`src/rtl/fpt_pkg.sv`:
```
`default_nettype none

package fpt_pkg;

   // Default geometry of the panel
   localparam int unsigned NUM_SWITCHES_DEF = 8;
   localparam int unsigned NUM_PAGES_DEF    = 8;

   // Register widths and reset values
   localparam int unsigned MAP_W         = 64;
   localparam int unsigned MAP_SEL_W     = $clog2(MAP_W);
   localparam int unsigned LOCKOUT_W     = 8;
   localparam logic [LOCKOUT_W-1:0] LOCKOUT_RESET = LOCKOUT_W'(10);

   // CSR write channel
   localparam int unsigned CSR_IDX_W  = 2;
   localparam int unsigned CSR_DATA_W = MAP_W;

   typedef enum logic [CSR_IDX_W-1:0] {
      CSR_SCAN_ENABLE    = 2'd0,
      CSR_LED_TOGGLE_MAP = 2'd1,
      CSR_LOCKOUT_TICKS  = 2'd2
   } csr_index_type;

endpackage

`default_nettype wire

```
`src/rtl/fpt_channels.sv`:
```
`default_nettype none

// Switch level beat
interface fpt_req_if #(
   parameter int unsigned NUM_SWITCHES = fpt_pkg::NUM_SWITCHES_DEF
);
   logic                    valid;
   logic                    ready;
   logic [NUM_SWITCHES+1:0] raw_levels;

   modport source (output valid, output raw_levels, input ready);
   modport sink   (input valid, input raw_levels, output ready);
endinterface

// Result beat
interface fpt_rsp_if #(
   parameter int unsigned NUM_SWITCHES = fpt_pkg::NUM_SWITCHES_DEF,
   parameter int unsigned NUM_PAGES    = fpt_pkg::NUM_PAGES_DEF
);
   localparam int unsigned PAGE_W = $clog2(NUM_PAGES);

   logic                    valid;
   logic                    ready;
   logic [NUM_SWITCHES+1:0] led_lamps;
   logic [PAGE_W-1:0]       active_page;
   logic [PAGE_W-1:0]       event_page;
   logic [NUM_SWITCHES-1:0] pressed_mask;
   logic [NUM_SWITCHES-1:0] released_mask;
   logic [NUM_SWITCHES-1:0] toggle_bits;

   modport source (output valid, output led_lamps, output active_page, output event_page,
                   output pressed_mask, output released_mask, output toggle_bits,
                   input ready);
   modport sink   (input valid, input led_lamps, input active_page, input event_page,
                   input pressed_mask, input released_mask, input toggle_bits,
                   output ready);
endinterface

// Register write beat
interface fpt_csr_if;
   logic                               valid;
   logic                               ready;
   logic [fpt_pkg::CSR_IDX_W-1:0]      index;
   logic [fpt_pkg::CSR_DATA_W-1:0]     data;

   modport source (output valid, output index, output data, input ready);
   modport sink   (input valid, input index, input data, output ready);
endinterface

`default_nettype wire

```
`src/rtl/footswitch_page_toggle_panel_core.sv`:
```
// Path: an accepted beat waits in the input register and then moves into the result
// register once that is free, which holds it until the result is taken.
// Throughput: one beat per cycle; while a result waits, the input register takes one
// more beat and then holds the input off until the result is taken.
// Reset (synchronous, active high) releases all switches, clears lockout, page,
// toggle bits and LEDs, disables scanning and sets the lockout reload to 10 ticks.
`default_nettype none

module footswitch_page_toggle_panel_core #(
   parameter int unsigned NUM_SWITCHES = fpt_pkg::NUM_SWITCHES_DEF,
   parameter int unsigned NUM_PAGES    = fpt_pkg::NUM_PAGES_DEF
) (
   input  wire logic  clock,
   input  wire logic  reset,
   fpt_req_if.sink    req_bus,
   fpt_rsp_if.source  rsp_bus,
   fpt_csr_if.sink    csr_bus
);

   localparam int unsigned PAGE_W = $clog2(NUM_PAGES);
   localparam int unsigned LVL_W  = NUM_SWITCHES + 2;
   localparam logic [PAGE_W-1:0] LAST_PAGE = PAGE_W'(NUM_PAGES - 1);

   // Configuration registers
   logic                              scan_enable_ff;
   logic [fpt_pkg::MAP_W-1:0]         toggle_map_ff;
   logic [fpt_pkg::LOCKOUT_W-1:0]     lockout_ticks_ff;

   // Panel state
   logic [LVL_W-1:0]                       prev_levels_ff, prev_levels_in;
   logic [fpt_pkg::LOCKOUT_W-1:0]          lockout_ff, lockout_in;
   logic [PAGE_W-1:0]                      page_ff, page_in;
   logic [NUM_PAGES-1:0][NUM_SWITCHES-1:0] tog_store_ff, tog_store_in;
   logic [LVL_W-1:0]                       lamps_ff, lamps_in;

   // Input and result stages
   logic                    in_valid_ff;
   logic [LVL_W-1:0]        in_levels_ff;
   logic                    out_valid_ff;
   logic [NUM_SWITCHES-1:0] pressed_in, released_in, toggle_bits_in;
   logic [PAGE_W-1:0]       event_page_ff;
   logic [NUM_SWITCHES-1:0] pressed_ff, released_ff, toggle_bits_ff;

   logic out_free;
   logic step;
   logic accept;

   // Handshake: the input register advances into the result register
   assign out_free      = !out_valid_ff || rsp_bus.ready;
   assign step          = in_valid_ff && out_free;
   assign req_bus.ready = !in_valid_ff || out_free;
   assign accept        = req_bus.valid && req_bus.ready;
   assign csr_bus.ready = 1'b1;

   // Configuration writes
   always_ff @(posedge clock) begin
      if (reset) begin
         scan_enable_ff   <= 1'b0;
         toggle_map_ff    <= '0;
         lockout_ticks_ff <= fpt_pkg::LOCKOUT_RESET;
      end else if (csr_bus.valid) begin
         case (fpt_pkg::csr_index_type'(csr_bus.index))
            fpt_pkg::CSR_SCAN_ENABLE:    scan_enable_ff   <= csr_bus.data[0];
            fpt_pkg::CSR_LED_TOGGLE_MAP: toggle_map_ff    <= csr_bus.data;
            fpt_pkg::CSR_LOCKOUT_TICKS:  lockout_ticks_ff <= csr_bus.data[fpt_pkg::LOCKOUT_W-1:0];
            default: ;
         endcase
      end
   end

   // Input register
   always_ff @(posedge clock) begin
      if (reset) begin
         in_valid_ff <= 1'b0;
      end else if (accept) begin
         in_valid_ff <= 1'b1;
      end else if (step) begin
         in_valid_ff <= 1'b0;
      end
   end

   always_ff @(posedge clock) begin
      if (accept) begin
         in_levels_ff <= req_bus.raw_levels;
      end
   end

   // Tick logic
   fpt_tick #(
      .NUM_SWITCHES (NUM_SWITCHES),
      .NUM_PAGES    (NUM_PAGES)
   ) u_tick (
      .levels           (in_levels_ff),
      .scan_enable      (scan_enable_ff),
      .toggle_map       (toggle_map_ff),
      .lockout_ticks    (lockout_ticks_ff),
      .prev_levels      (prev_levels_ff),
      .lockout          (lockout_ff),
      .page             (page_ff),
      .tog_store        (tog_store_ff),
      .lamps            (lamps_ff),
      .next_prev_levels (prev_levels_in),
      .next_lockout     (lockout_in),
      .next_page        (page_in),
      .next_tog_store   (tog_store_in),
      .next_lamps       (lamps_in),
      .pressed          (pressed_in),
      .released         (released_in),
      .toggle_bits      (toggle_bits_in)
   );

   // Panel state updates once per processed beat
   always_ff @(posedge clock) begin
      if (reset) begin
         prev_levels_ff <= '1;
         lockout_ff     <= '0;
         page_ff        <= '0;
         tog_store_ff   <= '0;
         lamps_ff       <= '0;
      end else if (step) begin
         prev_levels_ff <= prev_levels_in;
         lockout_ff     <= lockout_in;
         page_ff        <= page_in;
         tog_store_ff   <= tog_store_in;
         lamps_ff       <= lamps_in;
      end
   end

   // Result register
   always_ff @(posedge clock) begin
      if (reset) begin
         out_valid_ff <= 1'b0;
      end else if (step) begin
         out_valid_ff <= 1'b1;
      end else if (rsp_bus.ready) begin
         out_valid_ff <= 1'b0;
      end
   end

   always_ff @(posedge clock) begin
      if (step) begin
         event_page_ff  <= page_ff;
         pressed_ff     <= pressed_in;
         released_ff    <= released_in;
         toggle_bits_ff <= toggle_bits_in;
      end
   end

   // LEDs and page are the live state, which only moves on the beat that loads the result
   assign rsp_bus.valid         = out_valid_ff;
   assign rsp_bus.led_lamps     = lamps_ff;
   assign rsp_bus.active_page   = page_ff;
   assign rsp_bus.event_page    = event_page_ff;
   assign rsp_bus.pressed_mask  = pressed_ff;
   assign rsp_bus.released_mask = released_ff;
   assign rsp_bus.toggle_bits   = toggle_bits_ff;

   // Page saturates within the page range
   a_page_range: assert property (@(posedge clock) disable iff (reset)
      page_ff <= LAST_PAGE)
      else $error("page out of range");

   // A switch cannot be pressed and released in the same tick
   a_press_release_disjoint: assert property (@(posedge clock) disable iff (reset)
      step |-> ((pressed_in & released_in) == '0))
      else $error("press and release on the same switch");

   // A running lockout counts down by one and reports no events
   a_lockout_countdown: assert property (@(posedge clock) disable iff (reset)
      (step && scan_enable_ff && (lockout_ff != '0)) |=>
         ((lockout_ff == $past(lockout_ff) - 1'b1) && (pressed_ff == '0)
          && (released_ff == '0)))
      else $error("lockout did not count down cleanly");

   // Page only moves on a processed beat
   a_page_moves_on_step: assert property (@(posedge clock) disable iff (reset)
      !step |=> $stable(page_ff))
      else $error("page changed without a beat");

endmodule

`default_nettype wire

```
`src/rtl/fpt_tick.sv`:
```
`default_nettype none

// Next-state logic for one scan tick: edge detect, toggle latch, LEDs, paging and lockout.
module fpt_tick #(
   parameter int unsigned NUM_SWITCHES = fpt_pkg::NUM_SWITCHES_DEF,
   parameter int unsigned NUM_PAGES    = fpt_pkg::NUM_PAGES_DEF,
   localparam int unsigned PAGE_W      = $clog2(NUM_PAGES),
   localparam int unsigned LVL_W       = NUM_SWITCHES + 2
) (
   input  wire logic [LVL_W-1:0]                       levels,
   input  wire logic                                   scan_enable,
   input  wire logic [fpt_pkg::MAP_W-1:0]              toggle_map,
   input  wire logic [fpt_pkg::LOCKOUT_W-1:0]          lockout_ticks,
   input  wire logic [LVL_W-1:0]                       prev_levels,
   input  wire logic [fpt_pkg::LOCKOUT_W-1:0]          lockout,
   input  wire logic [PAGE_W-1:0]                      page,
   input  wire logic [NUM_PAGES-1:0][NUM_SWITCHES-1:0] tog_store,
   input  wire logic [LVL_W-1:0]                       lamps,
   output logic      [LVL_W-1:0]                       next_prev_levels,
   output logic      [fpt_pkg::LOCKOUT_W-1:0]          next_lockout,
   output logic      [PAGE_W-1:0]                      next_page,
   output logic      [NUM_PAGES-1:0][NUM_SWITCHES-1:0] next_tog_store,
   output logic      [LVL_W-1:0]                       next_lamps,
   output logic      [NUM_SWITCHES-1:0]                pressed,
   output logic      [NUM_SWITCHES-1:0]                released,
   output logic      [NUM_SWITCHES-1:0]                toggle_bits
);

   localparam int unsigned IDX_RAW_W = $clog2(NUM_PAGES * NUM_SWITCHES);
   localparam int unsigned IDX_W     = (IDX_RAW_W > fpt_pkg::MAP_SEL_W) ?
                                       IDX_RAW_W : fpt_pkg::MAP_SEL_W + 1;
   localparam logic [PAGE_W-1:0] LAST_PAGE = PAGE_W'(NUM_PAGES - 1);
   localparam int unsigned PG_DN = NUM_SWITCHES;
   localparam int unsigned PG_UP = NUM_SWITCHES + 1;

   // Map bit for a switch on a page; map indexes past the map are momentary
   function automatic logic follows(input logic [fpt_pkg::MAP_W-1:0] map,
                                    input logic [PAGE_W-1:0] pg,
                                    input int unsigned sw);
      logic [IDX_W-1:0] idx;
      idx = IDX_W'(pg) * IDX_W'(NUM_SWITCHES) + IDX_W'(sw);
      follows = (idx < IDX_W'(fpt_pkg::MAP_W)) && map[idx[fpt_pkg::MAP_SEL_W-1:0]];
   endfunction

   logic                    scan;
   logic [LVL_W-1:0]        changed;
   logic [NUM_SWITCHES-1:0] cur_tog;
   logic [NUM_SWITCHES-1:0] new_tog;
   logic [NUM_SWITCHES-1:0] refresh_tog;
   logic [PAGE_W-1:0]       mid_page;
   logic                    moved;

   always_comb begin
      // Edges are seen only when scanning and out of lockout
      scan     = scan_enable && (lockout == '0);
      changed  = scan ? (levels ^ prev_levels) : '0;
      pressed  = changed[NUM_SWITCHES-1:0] & ~levels[NUM_SWITCHES-1:0];
      released = changed[NUM_SWITCHES-1:0] & levels[NUM_SWITCHES-1:0];

      // Toggle latch on the page in force
      cur_tog = tog_store[page];
      new_tog = cur_tog ^ pressed;

      // Command switch LEDs
      next_lamps = lamps;
      for (int unsigned i = 0; i < NUM_SWITCHES; i++) begin
         if (pressed[i]) begin
            next_lamps[i] = follows(toggle_map, page, i) ? new_tog[i] : 1'b1;
         end else if (released[i] && !follows(toggle_map, page, i)) begin
            next_lamps[i] = 1'b0;
         end
      end

      // Page down, then page up, both saturating
      mid_page = page;
      moved    = 1'b0;
      if (changed[PG_DN]) begin
         if (!levels[PG_DN]) begin
            next_lamps[PG_DN] = 1'b1;
            if (page != '0) begin
               mid_page = page - 1'b1;
               moved    = 1'b1;
            end
         end else begin
            next_lamps[PG_DN] = 1'b0;
         end
      end
      next_page = mid_page;
      if (changed[PG_UP]) begin
         if (!levels[PG_UP]) begin
            next_lamps[PG_UP] = 1'b1;
            if (mid_page != LAST_PAGE) begin
               next_page = mid_page + 1'b1;
               moved     = 1'b1;
            end
         end else begin
            next_lamps[PG_UP] = 1'b0;
         end
      end

      // Page move refreshes every switch LED from the final page
      refresh_tog = (next_page == page) ? new_tog : tog_store[next_page];
      if (moved) begin
         for (int unsigned i = 0; i < NUM_SWITCHES; i++) begin
            next_lamps[i] = follows(toggle_map, next_page, i) && refresh_tog[i];
         end
      end

      next_tog_store       = tog_store;
      next_tog_store[page] = new_tog;
      toggle_bits          = new_tog;

      // Lockout counter and last scanned levels
      if (!scan_enable) begin
         next_lockout = lockout;
      end else if (lockout != '0) begin
         next_lockout = lockout - 1'b1;
      end else if (changed != '0) begin
         next_lockout = lockout_ticks;
      end else begin
         next_lockout = '0;
      end
      next_prev_levels = scan ? levels : prev_levels;
   end

endmodule

`default_nettype wire
```
`src/flat_wrapper.sv`:
```
// flat-port wrapper written by rule: the top's interface ports become plain ports
module footswitch_page_toggle_panel_core_flat 
#(
   parameter int unsigned NUM_SWITCHES = fpt_pkg::NUM_SWITCHES_DEF,
   parameter int unsigned NUM_PAGES    = fpt_pkg::NUM_PAGES_DEF
)
  (clock, reset, req_bus_valid, req_bus_raw_levels, req_bus_ready, rsp_bus_valid, rsp_bus_led_lamps, rsp_bus_active_page, rsp_bus_event_page, rsp_bus_pressed_mask, rsp_bus_released_mask, rsp_bus_toggle_bits, rsp_bus_ready, csr_bus_valid, csr_bus_index, csr_bus_data, csr_bus_ready);
  fpt_req_if #(.NUM_SWITCHES(NUM_SWITCHES)) req_bus_i ();
  fpt_rsp_if #(.NUM_SWITCHES(NUM_SWITCHES), .NUM_PAGES(NUM_PAGES)) rsp_bus_i ();
  fpt_csr_if csr_bus_i ();
  input  wire logic clock;
  input  wire logic reset;
  input wire logic [$bits(req_bus_i.valid)-1:0] req_bus_valid;
  input wire logic [$bits(req_bus_i.raw_levels)-1:0] req_bus_raw_levels;
  output wire logic [$bits(req_bus_i.ready)-1:0] req_bus_ready;
  output wire logic [$bits(rsp_bus_i.valid)-1:0] rsp_bus_valid;
  output wire logic [$bits(rsp_bus_i.led_lamps)-1:0] rsp_bus_led_lamps;
  output wire logic [$bits(rsp_bus_i.active_page)-1:0] rsp_bus_active_page;
  output wire logic [$bits(rsp_bus_i.event_page)-1:0] rsp_bus_event_page;
  output wire logic [$bits(rsp_bus_i.pressed_mask)-1:0] rsp_bus_pressed_mask;
  output wire logic [$bits(rsp_bus_i.released_mask)-1:0] rsp_bus_released_mask;
  output wire logic [$bits(rsp_bus_i.toggle_bits)-1:0] rsp_bus_toggle_bits;
  input wire logic [$bits(rsp_bus_i.ready)-1:0] rsp_bus_ready;
  input wire logic [$bits(csr_bus_i.valid)-1:0] csr_bus_valid;
  input wire logic [$bits(csr_bus_i.index)-1:0] csr_bus_index;
  input wire logic [$bits(csr_bus_i.data)-1:0] csr_bus_data;
  output wire logic [$bits(csr_bus_i.ready)-1:0] csr_bus_ready;
  assign req_bus_i.valid = req_bus_valid;
  assign req_bus_i.raw_levels = req_bus_raw_levels;
  assign req_bus_ready = req_bus_i.ready;
  assign rsp_bus_valid = rsp_bus_i.valid;
  assign rsp_bus_led_lamps = rsp_bus_i.led_lamps;
  assign rsp_bus_active_page = rsp_bus_i.active_page;
  assign rsp_bus_event_page = rsp_bus_i.event_page;
  assign rsp_bus_pressed_mask = rsp_bus_i.pressed_mask;
  assign rsp_bus_released_mask = rsp_bus_i.released_mask;
  assign rsp_bus_toggle_bits = rsp_bus_i.toggle_bits;
  assign rsp_bus_i.ready = rsp_bus_ready;
  assign csr_bus_i.valid = csr_bus_valid;
  assign csr_bus_i.index = csr_bus_index;
  assign csr_bus_i.data = csr_bus_data;
  assign csr_bus_ready = csr_bus_i.ready;
  footswitch_page_toggle_panel_core #(.NUM_SWITCHES(NUM_SWITCHES), .NUM_PAGES(NUM_PAGES)) u_core (.clock(clock), .reset(reset), .req_bus(req_bus_i), .rsp_bus(rsp_bus_i), .csr_bus(csr_bus_i));
endmodule
```
`config.mk`:
```
export PLATFORM = sky130hd
export DESIGN_NAME = footswitch_page_toggle_panel_core_flat
export DESIGN_NICKNAME = d
export VERILOG_FILES = /design/src/rtl/fpt_pkg.sv /design/src/rtl/fpt_channels.sv /design/src/rtl/footswitch_page_toggle_panel_core.sv /design/src/rtl/fpt_tick.sv /design/src/flat_wrapper.sv
export SDC_FILE = /design/constraint.sdc
export NUM_CORES = 1
export LEC_CHECK = 0
export BUFFER_PORTS_ARGS = -buffer_cell sky130_fd_sc_hd__buf_2
export CAP_MARGIN = 20
export CORE_ASPECT_RATIO = 0.6
export CORE_MARGIN = 2
export CORE_UTILIZATION = 60
export DETAILED_ROUTE_END_ITERATION = 6
export GPL_ROUTABILITY_DRIVEN = 0
export PLACE_DENSITY = 0.81
export SYNTH_ARGS = -nofsm -noshare
export SYNTH_HDL_FRONTEND = slang
export SYNTH_HIERARCHICAL = 1
export SYNTH_SLANG_ARGS = --single-unit
export TNS_END_PERCENT = 10
```
`constraint.sdc`:
```
create_clock -name clock -period 5.2 [get_ports clock]
set_clock_uncertainty 0.1 [all_clocks]
set_input_delay 0.26 -clock clock [delete_from_list [all_inputs] [get_ports clock]]
set_output_delay 0.26 -clock clock [all_outputs]
set_load 0.05 [all_outputs]
```
* Yosys cells after proc, flatten, opt, wreduce, memory -nomap -nowiden
Index checks and enable logic that the tools add are counted.
** Word-level totals
- Bits in registers :: 207
- Logic and storage cells :: 256
** Cells by class
- Add/subtract/negate cells :: 17
- $lt $le $gt $ge :: 35
- Eq/ne operators :: 4
- Multiplexer cells :: 86
- Bitwise operators :: 5
- Reductions and logical operators :: 78
** Operators with widths (count)
- 6-bit by 7-bit less-than comparator with 1-bit output (second input constant) :: 18
- 7-bit less-than comparator (second input constant) :: 14
- 1-bit binary-select mux with 6-bit select :: 14
- 64-bit bitwise mux :: 1
- 6-bit by 3-bit adder with 7-bit output (second input constant) :: 8
- 8-bit 2-to-1 mux :: 7
- 1-bit 2-to-1 mux :: 52
- 8-bit binary-select mux with 3-bit select :: 2
- 1-bit logical AND :: 36
- 2-bit AND reduction :: 15
- 6-bit by 2-bit adder with 7-bit output (second input constant) :: 4
- 3-bit nonzero test :: 9
- 8-bit demux with 3-bit select :: 1
- 3-bit 2-to-1 mux :: 6
- 8-bit bitwise AND :: 2
- 6-bit by 1-bit adder with 7-bit output (second input constant) :: 2
- 1-bit logical NOT :: 10
- 10-bit 2-to-1 mux :: 1
- 10-bit nonzero test :: 1
- 10-bit XOR :: 1
- 8-bit logical NOT :: 1
- 3-bit by 4-bit less-than comparator with 1-bit output (second input constant) :: 2
- 8-bit NOT :: 1
- 8-bit nonzero test :: 1
- 13 further kinds :: 16

* Depth between registers and ports, before layout
- Depth after elaboration :: 14
- Gate-level depth with buffers :: 22

* Cells and area by module
Netlist, hierarchy kept.
** By module, submodules not included
- footswitch_page_toggle_panel_core :: times used 1, cells an instance 773, area an instance 7932.6 µm², seq. area each 4514.3 µm²
- fpt_tick :: times used 1, cells an instance 659, area an instance 4121.5 µm², seq. area each 0.0 µm²

* Worst setup path before layout
Ideal clock, no wire load.
- Path kind :: reg-to-reg
- Start point :: register u_core.page_ff[0], in the netlist u_core/rsp_bus.active_page[0]
- End point :: register u_core.lamps_ff[6], in the netlist u_core/rsp_bus.led_lamps[6]
- Setup time :: 121 ps
- Data arrival time :: 4250 ps
- Setup slack :: 729 ps
- Cell stages (with the launch flop) :: 20
- Buffers on the path :: 2
- Period minus slack after synthesis :: 4471 ps
- Cell sequence :: dfxtp_1 clkinv_1 ha_1 nand2b_1 and4_1 buf_4 mux2i_2 ha_1 nor3b_1 a31oi_1 a21o_1 buf_2 a21oi_4 inv_4 mux4_2 a2bb2oi_1 and3_1 o22a_1 nand2b_1 mux2i_1
** On the way
- Longest elaborated chain between the ends :: 14
** Ends and longest elaborated chain
- start: declaration :: RTL line footswitch_page_toggle_panel_core.sv:32 : logic [PAGE_W-1:0] page_ff, page_in;
- start signal: assignment :: RTL line footswitch_page_toggle_panel_core.sv:123 : page_ff <= page_in;
- 3-bit by 1-bit subtractor with 3-bit output or 3-bit nonzero test (tied branches) :: RTL line fpt_tick.sv:81, fpt_tick.sv:80
- 3-bit 2-to-1 mux :: RTL line fpt_tick.sv:80 : if (page != '0) begin
- 3-bit 2-to-1 mux :: RTL line fpt_tick.sv:78 : if (!levels[PG_DN]) begin
- 3-bit 2-to-1 mux :: RTL line fpt_tick.sv:77 : if (changed[PG_DN]) begin
- 3-bit by 1-bit adder with 3-bit output or 3-bit != test (tied branches) :: RTL line fpt_tick.sv:93, fpt_tick.sv:92
- 3-bit 2-to-1 mux :: RTL line fpt_tick.sv:92 : if (mid_page != LAST_PAGE) begin
- 3-bit 2-to-1 mux :: RTL line fpt_tick.sv:90 : if (!levels[PG_UP]) begin
- 3-bit 2-to-1 mux :: RTL line fpt_tick.sv:89 : if (changed[PG_UP]) begin
- 6-bit by 3-bit adder with 7-bit output :: RTL line fpt_tick.sv:41 : idx = IDX_W'(pg) * IDX_W'(NUM_SWITCHES) + IDX_W'(sw);
- 1-bit binary-select mux with 6-bit select :: RTL line fpt_tick.sv:42 : follows = (idx < IDX_W'(fpt_pkg::MAP_W)) && map[idx[fpt_pkg::MAP_SEL_W-1:0]];
- 1-bit 2-to-1 mux (not written as such) :: RTL line fpt_tick.sv:42
- 1-bit logical AND :: RTL line fpt_tick.sv:42
- 1-bit logical AND :: RTL line fpt_tick.sv:105 : next_lamps[i] = follows(toggle_map, next_page, i) && refresh_tog[i];
- 8-bit 2-to-1 mux (*) :: RTL line fpt_tick.sv:103 : if (moved) begin
- via u_core.lamps_in[6] :: RTL line footswitch_page_toggle_panel_core.sv:34 : logic [LVL_W-1:0] lamps_ff, lamps_in;
- end signal: assignment :: RTL line footswitch_page_toggle_panel_core.sv:125 : lamps_ff <= lamps_in;
- end: declaration :: RTL line footswitch_page_toggle_panel_core.sv:34
The timed path passes the listed nets; every way through them passes the cells marked *. The select of a mux whose other input is x is not followed.
A chain may end at the register's enable or synchronous reset.

* Worst setup path after layout
- Start point :: register u_core/lockout_ff[0] in the netlist's numbering
- End point :: register u_core.lamps_ff[4], in the netlist u_core/rsp_bus.led_lamps[4]
** On the way
- Longest elaborated chain between the ends :: 14
** Ends and longest elaborated chain
- start: declaration :: RTL line footswitch_page_toggle_panel_core.sv:31 : logic [fpt_pkg::LOCKOUT_W-1:0] lockout_ff, lockout_in;
- start signal: assignment :: RTL line footswitch_page_toggle_panel_core.sv:122 : lockout_ff <= lockout_in;
- 8-bit logical NOT (*) :: RTL line fpt_tick.sv:55 : scan = scan_enable && (lockout == '0);
- 1-bit logical AND (*) :: RTL line fpt_tick.sv:55
- 10-bit 2-to-1 mux (*) :: RTL line fpt_tick.sv:56 : changed = scan ? (levels ^ prev_levels) : '0;
- 3-bit 2-to-1 mux :: RTL line fpt_tick.sv:77
- 3-bit by 1-bit adder with 3-bit output or 3-bit != test (tied branches) :: RTL line fpt_tick.sv:93, fpt_tick.sv:92
- 3-bit 2-to-1 mux :: RTL line fpt_tick.sv:92
- 3-bit 2-to-1 mux :: RTL line fpt_tick.sv:90
- 3-bit 2-to-1 mux (*) :: RTL line fpt_tick.sv:89
- via u_core.page_in[2] :: RTL line footswitch_page_toggle_panel_core.sv:32
- 6-bit by 3-bit adder with 7-bit output :: RTL line fpt_tick.sv:41
- 1-bit binary-select mux with 6-bit select :: RTL line fpt_tick.sv:42
- 1-bit 2-to-1 mux (not written as such) :: RTL line fpt_tick.sv:42
- 1-bit logical AND :: RTL line fpt_tick.sv:42
- 1-bit logical AND (*) :: RTL line fpt_tick.sv:105
- 8-bit 2-to-1 mux (*) :: RTL line fpt_tick.sv:103
- via u_core.lamps_in[4] :: RTL line footswitch_page_toggle_panel_core.sv:34
Marked as above.

==> results.yml <==
run_status:
  status: "complete, but fails checks"
  violations: "DRC"
hold_path:
  hp-class: "in -> reg"
  min_path_cells: 4
routing:
  post_drt_wl_per_cell_um: 21.2
  vias_per_cell: 6.33
  ant_nets: 0
  drc: 10
  vias: 11767
  drtIter0Drc: 1833
  drt-pass1-iter-count: 7
  drt_wl_total_um: 39500
run:
  cap_violations: 0
synthesis:
  syn_nets: 1518
  yosysMostFrequentCell: "nand2_1"
  synth_seq_cells: 207
  netlist_top_cells_area: "dfxtp_1 (28%), mux2i_1 (12%), nand2b_1 (9.4%), edfxtp_1 (9.2%), nand2_1 (8.1%)"
  yosysWarningCount: 6
  synth_area_per_cell_sq_um: 8.42
  synthArstFlopShare_pct: 0
  synth_area_sq_um: 12100
  synth_cell_types: 75
  synth_common_cells: "nand2_1 (259), nand2b_1 (181), dfxtp_1 (170)"
  synth_ff_type: "dfxtp_1"
  ys_seq_area_share_pct: 37.5
  synth-edff-count: 37
  yosysTopAreaCell: "dfxtp_1"
  synth_cells: 1432
  yosysTopAreaCellShare_pct: 28.2
finish:
  post-route-util_pct: 71.1
  final_cells: 1860
  nets: 1657
  syn_to_final_growth_pct: 17.2
  drive_gt1_share_pct: 13.1
  final_area_sq_um: 14100
sta:
  fin_crit_sh_pct: 94.3
  fin_crit_ps: 4900
  worst_pin_slew_ps: 1150
  setup_viol: 0
  rsz0062_at_grt: "false"
  finalHoldViolCount: 0
  fmax_ghz: 0.204
  slew_headroom_pct: 23.2
  setup-tns-final_ps: 0
  drv_slew: 0
  finalWorstSetupSlack_ps: 297
  hold_slack_ps: 62.8
cts:
  root_buffer: "clkbuf_16"
  clk_latency_ps: 510
  cts_tree: "done"
  cts-htree-levels: 1
  cts_sinks: 207
  cts_inserted_buffers: 20
  cts_setup_buffers: 0
  cts_max_path_buffers: 3
  clkTransAtPathRegs_ps: 70
setup_path:
  crit_chain: "inv_1 -> ha_1 -> nor3b_4 -> and4_1 -> mux2i_2 -> ha_1 -> nand3b_1 -> a21boi_0 -> nor2_1 -> a21oi_2 -> inv_1 -> buf_4 -> mux2i_1 -> mux2i_1 -> mux2_2 -> o2111ai_1 -> nand2_1 -> nand2b_1 -> mux2i_1"
  cp_common_cell: "mux2i_1"
  start_kind: "flip-flop"
  max_stage_delay_ps: 640
  path_depth: 19
  crit_buf_inv: 3
  path_delay_family: "simple AND/OR/NAND/NOR gates"
  path_class: "reg -> reg"
  path_max_fanout: 17
  reg2regPathDepth: 19
  cp.required_ps: 5470
  end_kind: "flip-flop"
  critPathArrivalTime_ps: 5170
  critPathSlowestCell: "inv_1"
power:
  power_density_nw_per_um2: 257
  cellLeakagePower_nw: 5.15
  peakVddDrop_mv: 0.236
  power_mw: 3.63
die:
  coreArea_sq_um: 19900
  io_pins: 124
  rows: 40
  fp.dieW_um: 187
  initial_utilization_pct: 60.7
  die_area_sq_um: 21300
  die_h_um: 114
placed_design:
  dp.final_hpwl_um: 25600
  post_dp_cell_area_sq_um: 12700
  dp_cells: 1745
  place_ws_ps: 411
  port_buffers: 122
global_route:
  overflow: 0
  grtUsageTotal_pct: 36.3
  antenna_found_initial: 1
  grt_max_degree: 172
  grt_pass1_vias: 10979
  grt_pass1_wl_um: 60700
==> final timing paths <==
check        slack (ps)                    start                          end
max                 300     u_core/lockout_ff[0]  u_core/rsp_bus.led_lamps[4]
min                  60         csr_bus_index[0]        u_core/scan_enable_ff
max reg2reg         300     u_core/lockout_ff[0]  u_core/rsp_bus.led_lamps[4]
min reg2reg         390  u_core/toggle_map_ff[6]      u_core/toggle_map_ff[6]
==> cell families (layout without fill, tap and decap cells) <==
logic type / Yosys count / in the layout / synth area share (%)
other: 1 / 3 / 0.0311
xor gates and xnor gates: 18 / 18 / 1.31
buffers and inverters: 126 / 279 / 5.17
muxes: 156 / 156 / 14.1
and+or+nand+nor: 622 / 622 / 26.2
AOI/OAI and AO/OA: 297 / 297 / 15.3
DFF: 207 / 207 / 37.5
adders and majority gates: 5 / 5 / 0.519
==> power breakdown <==
group	total [mW]	internal [mW]	leakage, nW	switching [mW]
Clock	1.55	0.890	0.332	0.656
Sequential	1.70	1.67	1.73	0.0364
Combinational	0.381	0.161	3.08	0.220
Total	3.63	2.72	5.15	0.912
==> cells in the final DEF (no fill, tap or decap), types with 8 or more instances in the layout <==
master	instances
dlygate4sd3_1	77
nor3b_1	12
nand3_1	21
edfxtp_1	37
clkbuf_16	21
a2bb2oi_1	9
mux4_2	10
a22oi_1	20
a21oi_1	102
nand2b_1	181
a221oi_1	11
inv_1	19
nand2_1	259
or3_1	10
xor2_1	13
a22o_1	8
o22ai_1	14
buf_4	21
o21ai_0	76
nor3_1	13
nand4_1	9
buf_2	121
mux2i_1	142
nor2_1	63
dfxtp_1	170
a211oi_1	13
==> final cells by class <==
cell class | instances | area [sq um]
well taps | 273 | 342
multi-input cells | 1099 | 6940
clock inverters | 6 | 91.3
diodes | 2 | 5.00
fillers | 1534 | 5740
inverters | 22 | 85.1
clock buffers | 30 | 589
flip-flops and latches | 207 | 4510
repair buffers | 221 | 1570
==> worst reg2reg max path, stage by stage (launching register included) <==
cell       delay, ps
dfxtp_1          360
inv_1            140
ha_1             200
nor3b_4          340
and4_1           380
mux2i_2          330
ha_1             280
nand3b_1         120
a21boi_0         150
nor2_1           170
a21oi_2          120
inv_1            640
buf_4            350
mux2i_1          290
mux2i_1          120
mux2_2           280
o2111ai_1        160
nand2_1          100
nand2b_1          80
mux2i_1           70
==> state kept, by name, indices dropped and copies added (netlist names), 10 cells and up <==
register                  cells
u_core/tog_store_ff          64
u_core/toggle_map_ff         64
u_core/in_levels_ff          10
u_core/prev_levels_ff        10
u_core/rsp_bus.led_lamps     10
==> layer usage <==
metal	global-route usage, %	vias to the layer above	share of wire [%]
met1	49.5	5506	41
met5	0	-	0
met2	54.0	818	41
met4	10.8	0	3.0
met3	13.3	143	15
li1	-	5300	-
==> repair_timing <==
| action | CTS | global route |
|---|---|---|
| setup endpoints to repair | 0 | 3 |
| hold buffers | 77 | 0 |
| gates resized for setup | 0 | 2 |
| hold endpoints to repair | 84 | 0 |
Power figures use the tool's default switching activity.
